File: src/drsnoop_pkg.sv
// Package for the DNS response address snooper.
// Parse phases, status codes and result item type; no dependencies.
package drsnoop_pkg;

  typedef enum logic [2:0] {
    PH_HEADER = 3'd0,
    PH_QNAME  = 3'd1,
    PH_QPTR   = 3'd2,
    PH_QFIXED = 3'd3,
    PH_ANAME  = 3'd4,
    PH_APTR   = 3'd5,
    PH_AFIXED = 3'd6,
    PH_RDATA  = 3'd7
  } phase_e;

  typedef enum logic [3:0] {
    ST_OK          = 4'd0,
    ST_SHORT_HDR   = 4'd1,
    ST_NOT_RESP    = 4'd2,
    ST_NO_ANSWERS  = 4'd3,
    ST_BAD_QUEST   = 4'd4,
    ST_BAD_ANAME   = 4'd5,
    ST_SHORT_ANS   = 4'd6,
    ST_WRONG_CLASS = 4'd7,
    ST_RD_OVERRUN  = 4'd8
  } status_e;

  localparam logic [15:0] TYPE_A      = 16'd1;
  localparam logic [15:0] TYPE_QUAD_A = 16'd28;
  localparam logic [15:0] LEN_A       = 16'd4;
  localparam logic [15:0] LEN_AAAA    = 16'd16;
  localparam logic [14:0] CLASS_INET  = 15'd1;

  typedef struct packed {
    logic        item_kind;
    logic [3:0]  status;
    logic        addr_is_v6;
    logic [31:0] time_to_live;
    logic [63:0] addr_upper;
    logic [63:0] addr_lower;
    logic [10:0] owner_name_offset;
    logic        final_item;
  } res_t;

  // Results of one byte: up to an address item and a status item
  typedef struct packed {
    logic  addr_vld;
    logic  stat_vld;
    res_t  addr;
    res_t  stat;
  } step_t;

endpackage

File: src/drsnoop_parser.sv
// Byte-serial parser state and per-byte decode for the address snooper.
// Depends on drsnoop_pkg; produces at most two result items per byte.
module drsnoop_parser import drsnoop_pkg::*; #(
  parameter int unsigned MaxMessageBytes = 2048
) (
  input  logic       clk_i,
  input  logic       rst_ni,
  input  logic       take_i,
  input  logic [7:0] data_byte_i,
  input  logic       end_of_message_i,
  output step_t      step_o
);

  localparam int unsigned PosW = $clog2(MaxMessageBytes + 1);

  phase_e            phase_q, phase_d;
  logic [PosW-1:0]   pos_q, pos_d;
  logic [15:0]       cnt_q, cnt_d, qleft_q, qleft_d, aleft_q, aleft_d;
  logic [10:0]       nstart_q, nstart_d;
  logic [15:0]       rtype_q, rtype_d, rclass_q, rclass_d, rlen_q, rlen_d;
  logic [31:0]       ttl_q, ttl_d;
  logic [63:0]       sh0_q, sh0_d, sh1_q, sh1_d;
  logic              done_q, done_d;

  always_comb begin
    logic        parse, finish, err;
    logic [3:0]  st;
    logic [15:0] cnt_inc, aleft_dec;
    logic [10:0] pos11;
    logic [7:0]  b;
    b         = data_byte_i;
    phase_d   = phase_q;
    pos_d     = pos_q;
    cnt_d     = cnt_q;
    qleft_d   = qleft_q;
    aleft_d   = aleft_q;
    nstart_d  = nstart_q;
    rtype_d   = rtype_q;
    rclass_d  = rclass_q;
    rlen_d    = rlen_q;
    ttl_d     = ttl_q;
    sh0_d     = sh0_q;
    sh1_d     = sh1_q;
    done_d    = done_q;
    finish    = 1'b0;
    err       = 1'b0;
    st        = ST_OK;
    cnt_inc   = cnt_q + 16'd1;
    aleft_dec = aleft_q - 16'd1;
    pos11     = 11'(pos_q);
    step_o    = '0;
    parse     = !done_q && (pos_q < PosW'(MaxMessageBytes));

    if (parse) begin
      pos_d = pos_q + PosW'(1);
      case (phase_q)
        PH_HEADER: begin
          if (pos_q == PosW'(2) || pos_q == PosW'(3)) rclass_d = {rclass_q[7:0], b};
          if (pos_q == PosW'(4) || pos_q == PosW'(5)) qleft_d = {qleft_q[7:0], b};
          if (pos_q == PosW'(6) || pos_q == PosW'(7)) aleft_d = {aleft_q[7:0], b};
          if (pos_q == PosW'(11)) begin
            if (!rclass_q[15]) begin
              err = 1'b1; st = ST_NOT_RESP;
            end else if (aleft_q == '0) begin
              err = 1'b1; st = ST_NO_ANSWERS;
            end else begin
              cnt_d    = '0;
              nstart_d = 11'd12;
              phase_d  = (qleft_q != '0) ? PH_QNAME : PH_ANAME;
            end
          end
        end
        PH_QNAME, PH_ANAME: begin
          if (cnt_q != '0) begin
            cnt_d = cnt_q - 16'd1;
          end else if (b == 8'd0) begin
            phase_d = (phase_q == PH_QNAME) ? PH_QFIXED : PH_AFIXED;
          end else if (b[7:6] == 2'b11) begin
            phase_d = (phase_q == PH_QNAME) ? PH_QPTR : PH_APTR;
          end else if (b[7:6] != 2'b00) begin
            err = 1'b1;
            st  = (phase_q == PH_QNAME) ? ST_BAD_QUEST : ST_BAD_ANAME;
          end else begin
            cnt_d = {8'd0, b};
          end
        end
        PH_QPTR: begin
          phase_d = PH_QFIXED; cnt_d = '0;
        end
        PH_APTR: begin
          phase_d = PH_AFIXED; cnt_d = '0;
        end
        PH_QFIXED: begin
          cnt_d = cnt_inc;
          if (cnt_inc >= 16'd4) begin
            cnt_d   = '0;
            qleft_d = qleft_q - 16'd1;
            if (qleft_q == 16'd1) begin
              phase_d  = PH_ANAME;
              nstart_d = pos11 + 11'd1;
            end else begin
              phase_d = PH_QNAME;
            end
          end
        end
        PH_AFIXED: begin
          if (cnt_q < 16'd2)      rtype_d  = {rtype_q[7:0], b};
          else if (cnt_q < 16'd4) rclass_d = {rclass_q[7:0], b};
          else if (cnt_q < 16'd8) ttl_d    = {ttl_q[23:0], b};
          else                    rlen_d   = {rlen_q[7:0], b};
          cnt_d = cnt_inc;
          if (cnt_inc >= 16'd10) begin
            cnt_d = '0;
            sh0_d = '0;
            sh1_d = '0;
            // class bytes are final here; length low byte is b
            if (rclass_q[14:0] != CLASS_INET) begin
              err = 1'b1; st = ST_WRONG_CLASS;
            end else if ({rlen_q[7:0], b} == 16'd0) begin
              finish = 1'b1;
            end else begin
              phase_d = PH_RDATA;
            end
          end
        end
        PH_RDATA: begin
          sh0_d = {sh0_q[55:0], sh1_q[63:56]};
          sh1_d = {sh1_q[55:0], b};
          cnt_d = cnt_inc;
          if (cnt_inc >= rlen_q) finish = 1'b1;
        end
        default: begin
          err = 1'b1; st = ST_SHORT_HDR;
        end
      endcase

      if (finish) begin
        if (rtype_d == TYPE_A && rlen_d == LEN_A) begin
          step_o.addr_vld = 1'b1;
          step_o.addr.time_to_live = ttl_d;
          step_o.addr.addr_lower = {32'd0, sh1_d[31:0]};
          step_o.addr.owner_name_offset = nstart_q;
        end else if (rtype_d == TYPE_QUAD_A && rlen_d == LEN_AAAA) begin
          step_o.addr_vld = 1'b1;
          step_o.addr.addr_is_v6 = 1'b1;
          step_o.addr.time_to_live = ttl_d;
          step_o.addr.addr_upper = sh0_d;
          step_o.addr.addr_lower = sh1_d;
          step_o.addr.owner_name_offset = nstart_q;
        end
        aleft_d = aleft_dec;
        if (aleft_dec == '0) begin
          err = 1'b1; st = ST_OK;
        end else begin
          phase_d  = PH_ANAME;
          cnt_d    = '0;
          nstart_d = pos11 + 11'd1;
        end
      end
      if (err) done_d = 1'b1;
    end

    if (end_of_message_i && !done_d) begin
      err = 1'b1;
      case (phase_d)
        PH_HEADER: st = ST_SHORT_HDR;
        PH_QNAME, PH_QPTR, PH_QFIXED: st = ST_BAD_QUEST;
        PH_RDATA: st = ST_RD_OVERRUN;
        default: st = ST_SHORT_ANS;
      endcase
    end

    if (err) begin
      step_o.stat_vld = 1'b1;
      step_o.stat.item_kind = 1'b1;
      step_o.stat.status = st;
      step_o.stat.final_item = 1'b1;
    end

    if (end_of_message_i) begin
      phase_d = PH_HEADER; pos_d = '0; cnt_d = '0; qleft_d = '0; aleft_d = '0;
      nstart_d = '0; rtype_d = '0; rclass_d = '0; rlen_d = '0; ttl_d = '0;
      sh0_d = '0; sh1_d = '0; done_d = 1'b0;
    end
  end

  always_ff @(posedge clk_i or negedge rst_ni) begin
    if (!rst_ni) begin
      phase_q <= PH_HEADER; pos_q <= '0; cnt_q <= '0; qleft_q <= '0;
      aleft_q <= '0; nstart_q <= '0; rtype_q <= '0; rclass_q <= '0;
      rlen_q <= '0; ttl_q <= '0; sh0_q <= '0; sh1_q <= '0; done_q <= 1'b0;
    end else if (take_i) begin
      phase_q <= phase_d; pos_q <= pos_d; cnt_q <= cnt_d; qleft_q <= qleft_d;
      aleft_q <= aleft_d; nstart_q <= nstart_d; rtype_q <= rtype_d;
      rclass_q <= rclass_d; rlen_q <= rlen_d; ttl_q <= ttl_d; sh0_q <= sh0_d;
      sh1_q <= sh1_d; done_q <= done_d;
    end
  end

endmodule

File: src/drsnoop_outq.sv
// Result queue of four items for the address snooper.
// Depends on drsnoop_pkg; takes up to two items per cycle, gives one.
module drsnoop_outq import drsnoop_pkg::*; (
  input  logic  clk_i,
  input  logic  rst_ni,
  input  logic  push_i,
  input  step_t step_i,
  input  logic  pop_i,
  output logic  valid_o,
  output res_t  head_o,
  output logic  room_o
);

  res_t       mem_q [4];
  logic [1:0] rd_q, wr_q;
  logic [2:0] cnt_q;
  logic [1:0] n_in;
  logic       first_vld;
  res_t       first, second;

  assign first_vld = step_i.addr_vld | step_i.stat_vld;
  assign first     = step_i.addr_vld ? step_i.addr : step_i.stat;
  assign second    = step_i.stat;
  assign n_in      = push_i ? (2'(step_i.addr_vld) + 2'(step_i.stat_vld)) : 2'd0;
  assign valid_o   = cnt_q != '0;
  assign head_o    = mem_q[rd_q];
  // keep room for two more items
  assign room_o    = cnt_q <= 3'd2;

  always_ff @(posedge clk_i) begin
    if (push_i && first_vld) mem_q[wr_q] <= first;
    if (push_i && step_i.addr_vld && step_i.stat_vld) mem_q[wr_q + 2'd1] <= second;
  end

  always_ff @(posedge clk_i or negedge rst_ni) begin
    if (!rst_ni) begin
      rd_q <= '0; wr_q <= '0; cnt_q <= '0;
    end else begin
      wr_q  <= wr_q + n_in;
      rd_q  <= rd_q + 2'(pop_i);
      cnt_q <= cnt_q + 3'(n_in) - 3'(pop_i);
    end
  end

endmodule

File: src/dns_response_address_snooper.sv
// Top level of the DNS response address snooper.
// Uses drsnoop_pkg, drsnoop_parser and drsnoop_outq.
//
//  channel | valid          | stall          | payload
//  in      | in_valid_i     | in_stall_o     | data_byte_i, end_of_message_i
//  out     | out_valid_o    | out_stall_i    | item_kind_o .. final_item_o
//
// One byte per cycle while in_stall_o is low; the parser decodes each byte
// combinationally into a four-entry result queue, whose head drives the outputs.
// A byte may yield two items; input stalls while fewer than two slots are free.
// Reset is asynchronous and returns the parser to the header phase.
module dns_response_address_snooper import drsnoop_pkg::*; #(
  parameter int unsigned MAX_MESSAGE_BYTES = 2048
) (
  input  logic        clk_i,
  input  logic        rst_ni,
  input  logic        in_valid_i,
  output logic        in_stall_o,
  input  logic [7:0]  data_byte_i,
  input  logic        end_of_message_i,
  output logic        out_valid_o,
  input  logic        out_stall_i,
  output logic        item_kind_o,
  output logic [3:0]  status_o,
  output logic        addr_is_v6_o,
  output logic [31:0] time_to_live_o,
  output logic [63:0] addr_upper_o,
  output logic [63:0] addr_lower_o,
  output logic [10:0] owner_name_offset_o,
  output logic        final_item_o
);

  step_t step;
  res_t  head;
  logic  room, take, pop;

  assign in_stall_o = !room;
  assign take       = in_valid_i && room;
  assign pop        = out_valid_o && !out_stall_i;

  drsnoop_parser #(.MaxMessageBytes(MAX_MESSAGE_BYTES)) u_parser (
    .clk_i, .rst_ni, .take_i(take), .data_byte_i, .end_of_message_i, .step_o(step)
  );

  drsnoop_outq u_outq (
    .clk_i, .rst_ni, .push_i(take), .step_i(step), .pop_i(pop),
    .valid_o(out_valid_o), .head_o(head), .room_o(room)
  );

  assign item_kind_o         = head.item_kind;
  assign status_o            = head.status;
  assign addr_is_v6_o        = head.addr_is_v6;
  assign time_to_live_o      = head.time_to_live;
  assign addr_upper_o        = head.addr_upper;
  assign addr_lower_o        = head.addr_lower;
  assign owner_name_offset_o = head.owner_name_offset;
  assign final_item_o        = head.final_item;

  a_addr_status: assert property (@(posedge clk_i) disable iff (!rst_ni)
    out_valid_o && !item_kind_o |-> status_o == ST_OK)
    else $error("address item with non-zero status");
  a_status_final: assert property (@(posedge clk_i) disable iff (!rst_ni)
    out_valid_o |-> (item_kind_o == final_item_o))
    else $error("final flag does not match item kind");
  a_v6_upper: assert property (@(posedge clk_i) disable iff (!rst_ni)
    out_valid_o && !addr_is_v6_o |-> addr_upper_o == '0)
    else $error("upper address bits set on non-IPv6 item");

endmodule

File: config.mk
export PLATFORM = sky130hd
export DESIGN_NAME = dns_response_address_snooper
export DESIGN_NICKNAME = d
export VERILOG_FILES = /design/src/drsnoop_pkg.sv /design/src/drsnoop_parser.sv /design/src/drsnoop_outq.sv /design/src/dns_response_address_snooper.sv
export SDC_FILE = /design/constraint.sdc
export NUM_CORES = 2
export LEC_CHECK = 0
export BUFFER_PORTS_ARGS = -buffer_cell sky130_fd_sc_hd__buf_4
export CORE_MARGIN = 2
export CORE_UTILIZATION = 35
export DETAILED_ROUTE_END_ITERATION = 8
export GPL_ROUTABILITY_DRIVEN = 0
export MAX_ROUTING_LAYER = met4
export PLACE_DENSITY = 0.53
export SYNTH_ARGS = -nofsm -noshare
export SYNTH_HDL_FRONTEND = slang
export SYNTH_SLANG_ARGS = --single-unit
File: constraint.sdc
create_clock -name clk_i -period 7.6 [get_ports clk_i]
set_input_delay 0.76 -clock clk_i [delete_from_list [all_inputs] [get_ports clk_i]]
set_output_delay 0.76 -clock clk_i [all_outputs]
set_load 0.1 [all_outputs]
==> flow_summary.toml <==
[clock_network]
tritoncts = "built"
htree_levels = 3
cts_buffers = 109
cts_max_path_buffers = 3
insertion_delay_ns = 0.75
post_cts_buffers = 0
hold_buffers = 0
cts_root_buffer = "clkbuf_16"
cts.sinks = 998
clk_pin_slew_ns = 0.06
cts_resized = 0

[floorplanning]
row_count = 131
die_w_um = 363
ios = 193
design.die.area_um2 = 132000
fp.dieH_um = 363
design.core.area_um2 = 128000
initial_core_util = 0.353

[synth]
syn_area_um2 = 45200
async_reset_ff_frac = 0.291
syn_inst = 5111
synth_flop_cell = "dfxtp_1"
synth_edf_count = 20
synth_nets = 5162
synth_top_area_frac = 0.305
synth_common_cells = "1482 x nand2_1, 755 x a21oi_1, 688 x dfxtp_1"
synth.most_common_cell = "nand2_1"
seq_area_frac_synth = 0.479
ys_ff_latch = 998
yosysTopAreaCell = "dfxtp_1"
synth_warnings = 0
synth.avg_cell_area_um2 = 8.84
synth.distinct_cells = 85
synth.area.top_cells = "dfxtp_1 30%, dfrtp_1 16%, nand2_1 12%"

[timing]
relSlewSlack = 0.170
min_period_over_period = 0.805
fmax_ghz = 0.163
hold_violations = 0
skew_ns = 0.0343
fin_setup_tns_ns = 0
grt_setup_unrepaired = "false"
fin_crit_ns = 6.12
slew_viol_final = 0
setup_viol = 0
tightest_slew_ns = 1.24
finalHoldWorstSlack_ns = 0.0713
fin_ws_ns = 1.48

[setup_path]
critical_path_class = "reg2reg"
crit_fanout = 45
cp.arrival_ns = 6.68
cp-start-kind = "register"
end_kind = "register"
crit_required_ns = 8.16
rr_worst_depth = 20

[power_and_ir_drop]
peakVddDrop_uv = 334
combPwrFrac = 0.263
net-switching-power_w = 0.00548
p_leak_nw = 19.0
power_per_cell_area_nw_per_um2 = 300
p_seq_frac = 0.378
p_int_w = 0.00999
p_clk_frac = 0.359
power_w = 0.0155
p_sw_frac = 0.354

[cells_and_area]
final_cells = 6816
area_delta_synth_final_pct = 14.1
nets = 5110
insertedDiodeCount = 0
drive_above_1_share = 0.130

[job]
drv_cap = 0

[global_routing]
grt_overflow = 0
antenna_found_initial = 1
grt_usage = 0.233
grt_pass1_vias = 37100
grt_max_degree = 140
grt_pass1_wl_um = 233000

[place]
post-place-ws_ns = 1.56
io_buffer_count = 192
post-place-cells = 6610
hpwlAfterDp_um = 86900

[routing]
drc_errors = 0
totalWireLength_um = 152000
wl_per_cell_um = 22.3
drt_iter0_markers = 3365
drtAntennaViolNets = 0
vias_per_cell = 5.59
first_pass_iters = 5
num_vias = 38100

[min_path]
holdCritPathClass = "in2async"

[status]
status = "finished clean"
[final timing paths]
kind | startpoint | endpoint | slack, ns
max | u_parser.cnt_q[0]$_DFFE_PN0P_ | u_outq.mem_q[3][75]$_SDFFE_PP0P_ | 1.48
min | rst_ni | u_parser.sh0_q[40]$_DFFE_PN0P_ | 0.07
max reg2reg | u_parser.cnt_q[0]$_DFFE_PN0P_ | u_outq.mem_q[3][75]$_SDFFE_PP0P_ | 1.48
min reg2reg | u_outq.mem_q[2][106]$_SDFFE_PP0P_ | u_outq.mem_q[2][106]$_SDFFE_PP0P_ | 0.45
max in group asynchronous | rst_ni | u_parser.ttl_q[7]$_DFFE_PN0P_ | 5.89
min in group clk_i | in_valid_i | u_outq.wr_q[0]$_DFF_PN0_ | 0.45
[layout make-up]
cell class,instances,area [um^2]
fill,12700,76300
inverter,66,248
timing repair buffer,268,2220
clock inverter,43,495
clock buffer,163,3280
sequential,998,21600
multi-input combinational,3616,21600
tap,1662,2080
[flip-flops by register name, indices dropped and copies added, names as in the netlist]
name / count
u_outq.cnt_q: 3
u_outq.mem_q: 708
u_outq.rd_q: 2
u_outq.wr_q: 2
u_parser.aleft_q: 16
u_parser.cnt_q: 16
u_parser.done_q: 1
u_parser.nstart_q: 11
u_parser.phase_q: 3
u_parser.pos_q: 12
u_parser.qleft_q: 16
u_parser.rclass_q: 16
u_parser.rlen_q: 16
u_parser.rtype_q: 16
u_parser.sh0_q: 64
u_parser.sh1_q: 64
u_parser.ttl_q: 32
[kinds of logic after synthesis]
logic type                 count (synthesis)  share of synthesized area
and+or+nand+nor                         1994                      0.180
buffers and inverters                    497                     0.0461
AOI/OAI and AO/OA                       1338                      0.182
xor gates and xnor gates                  31                    0.00601
muxes                                    215                     0.0967
DFF                                      998                      0.479
adders and majority gates                 38                     0.0107
[through the flow]
step                       util  instance area (um^2)
final                     0.403                 51500
after CTS                 0.403                 51500
after floorplan               -                 45200
after global placement    0.374                 47800
after global routing      0.403                 51500
after detailed placement  0.374                 47800
[placed cells by master, fill, tap and decap left out, drive strengths merged, types with 11 or more instances in the layout]
master  netlist  layout
a21oi       755     755
mux2i        37      37
ha           37      37
o41ai        14      14
buf         133     268
a22oi       133     133
o31ai        11      11
inv          66      70
nor2        278     278
nand2b       13      13
edfxtp       20      20
and3         15      15
nor4         39      39
mux4        177     177
o21ai       130     130
dfrtp       290     290
a21o         13      13
dfxtp       688     688
nand4        14      14
nor3         39      39
clkbuf      298     163
nand2      1482    1482
nand3        32      32
clkinv        0      28
or3          22      22
a22o        204     204
xnor2        23      23
o22ai        12      12
[critical path: stages (launching register included)]
cell and delay (ns):
dfrtp_1 0.51, ha_1 0.30, nand4_1 0.14, nor2_1 0.33, nand3_1 0.25, nor2_1 0.26, nand3_1 0.13, xnor2_1 0.19
ha_1 0.32, nand4_1 0.08, a21o_1 0.16, a31oi_1 0.20, o31a_1 0.36, o211ai_2 0.31, and2_1 0.32, ha_1 0.26
nor2b_1 0.35, nand3_4 0.67, buf_4 0.55, nand2_1 0.12, a21oi_1 0.06
[layer usage]
| metal | part of all wire | wire (um) | GRT usage |
|---|---|---|---|
| met1 | 0.46 | 69300 | 0.321 |
| met2 | 0.46 | 70500 | 0.360 |
| met3 | 0.058 | 8830 | 0.0285 |
| met4 | 0.024 | 3620 | 0.0670 |
| met5 | 0 | 0 | - |
[power by group through the flow]
stage | Clock [W] | Combinational [W] | Sequential, W
after CTS | 0.00565 | 0.00405 | 0.00585
after global placement | 0 | 0.00403 | 0.00595
after detailed placement | 0 | 0.00404 | 0.00595
after floorplan | 0 | 0.00305 | 0.00567
final | 0.00556 | 0.00406 | 0.00585
after global routing | 0.00587 | 0.00441 | 0.00589
Note: power is estimated with default switching activity, not from simulation.
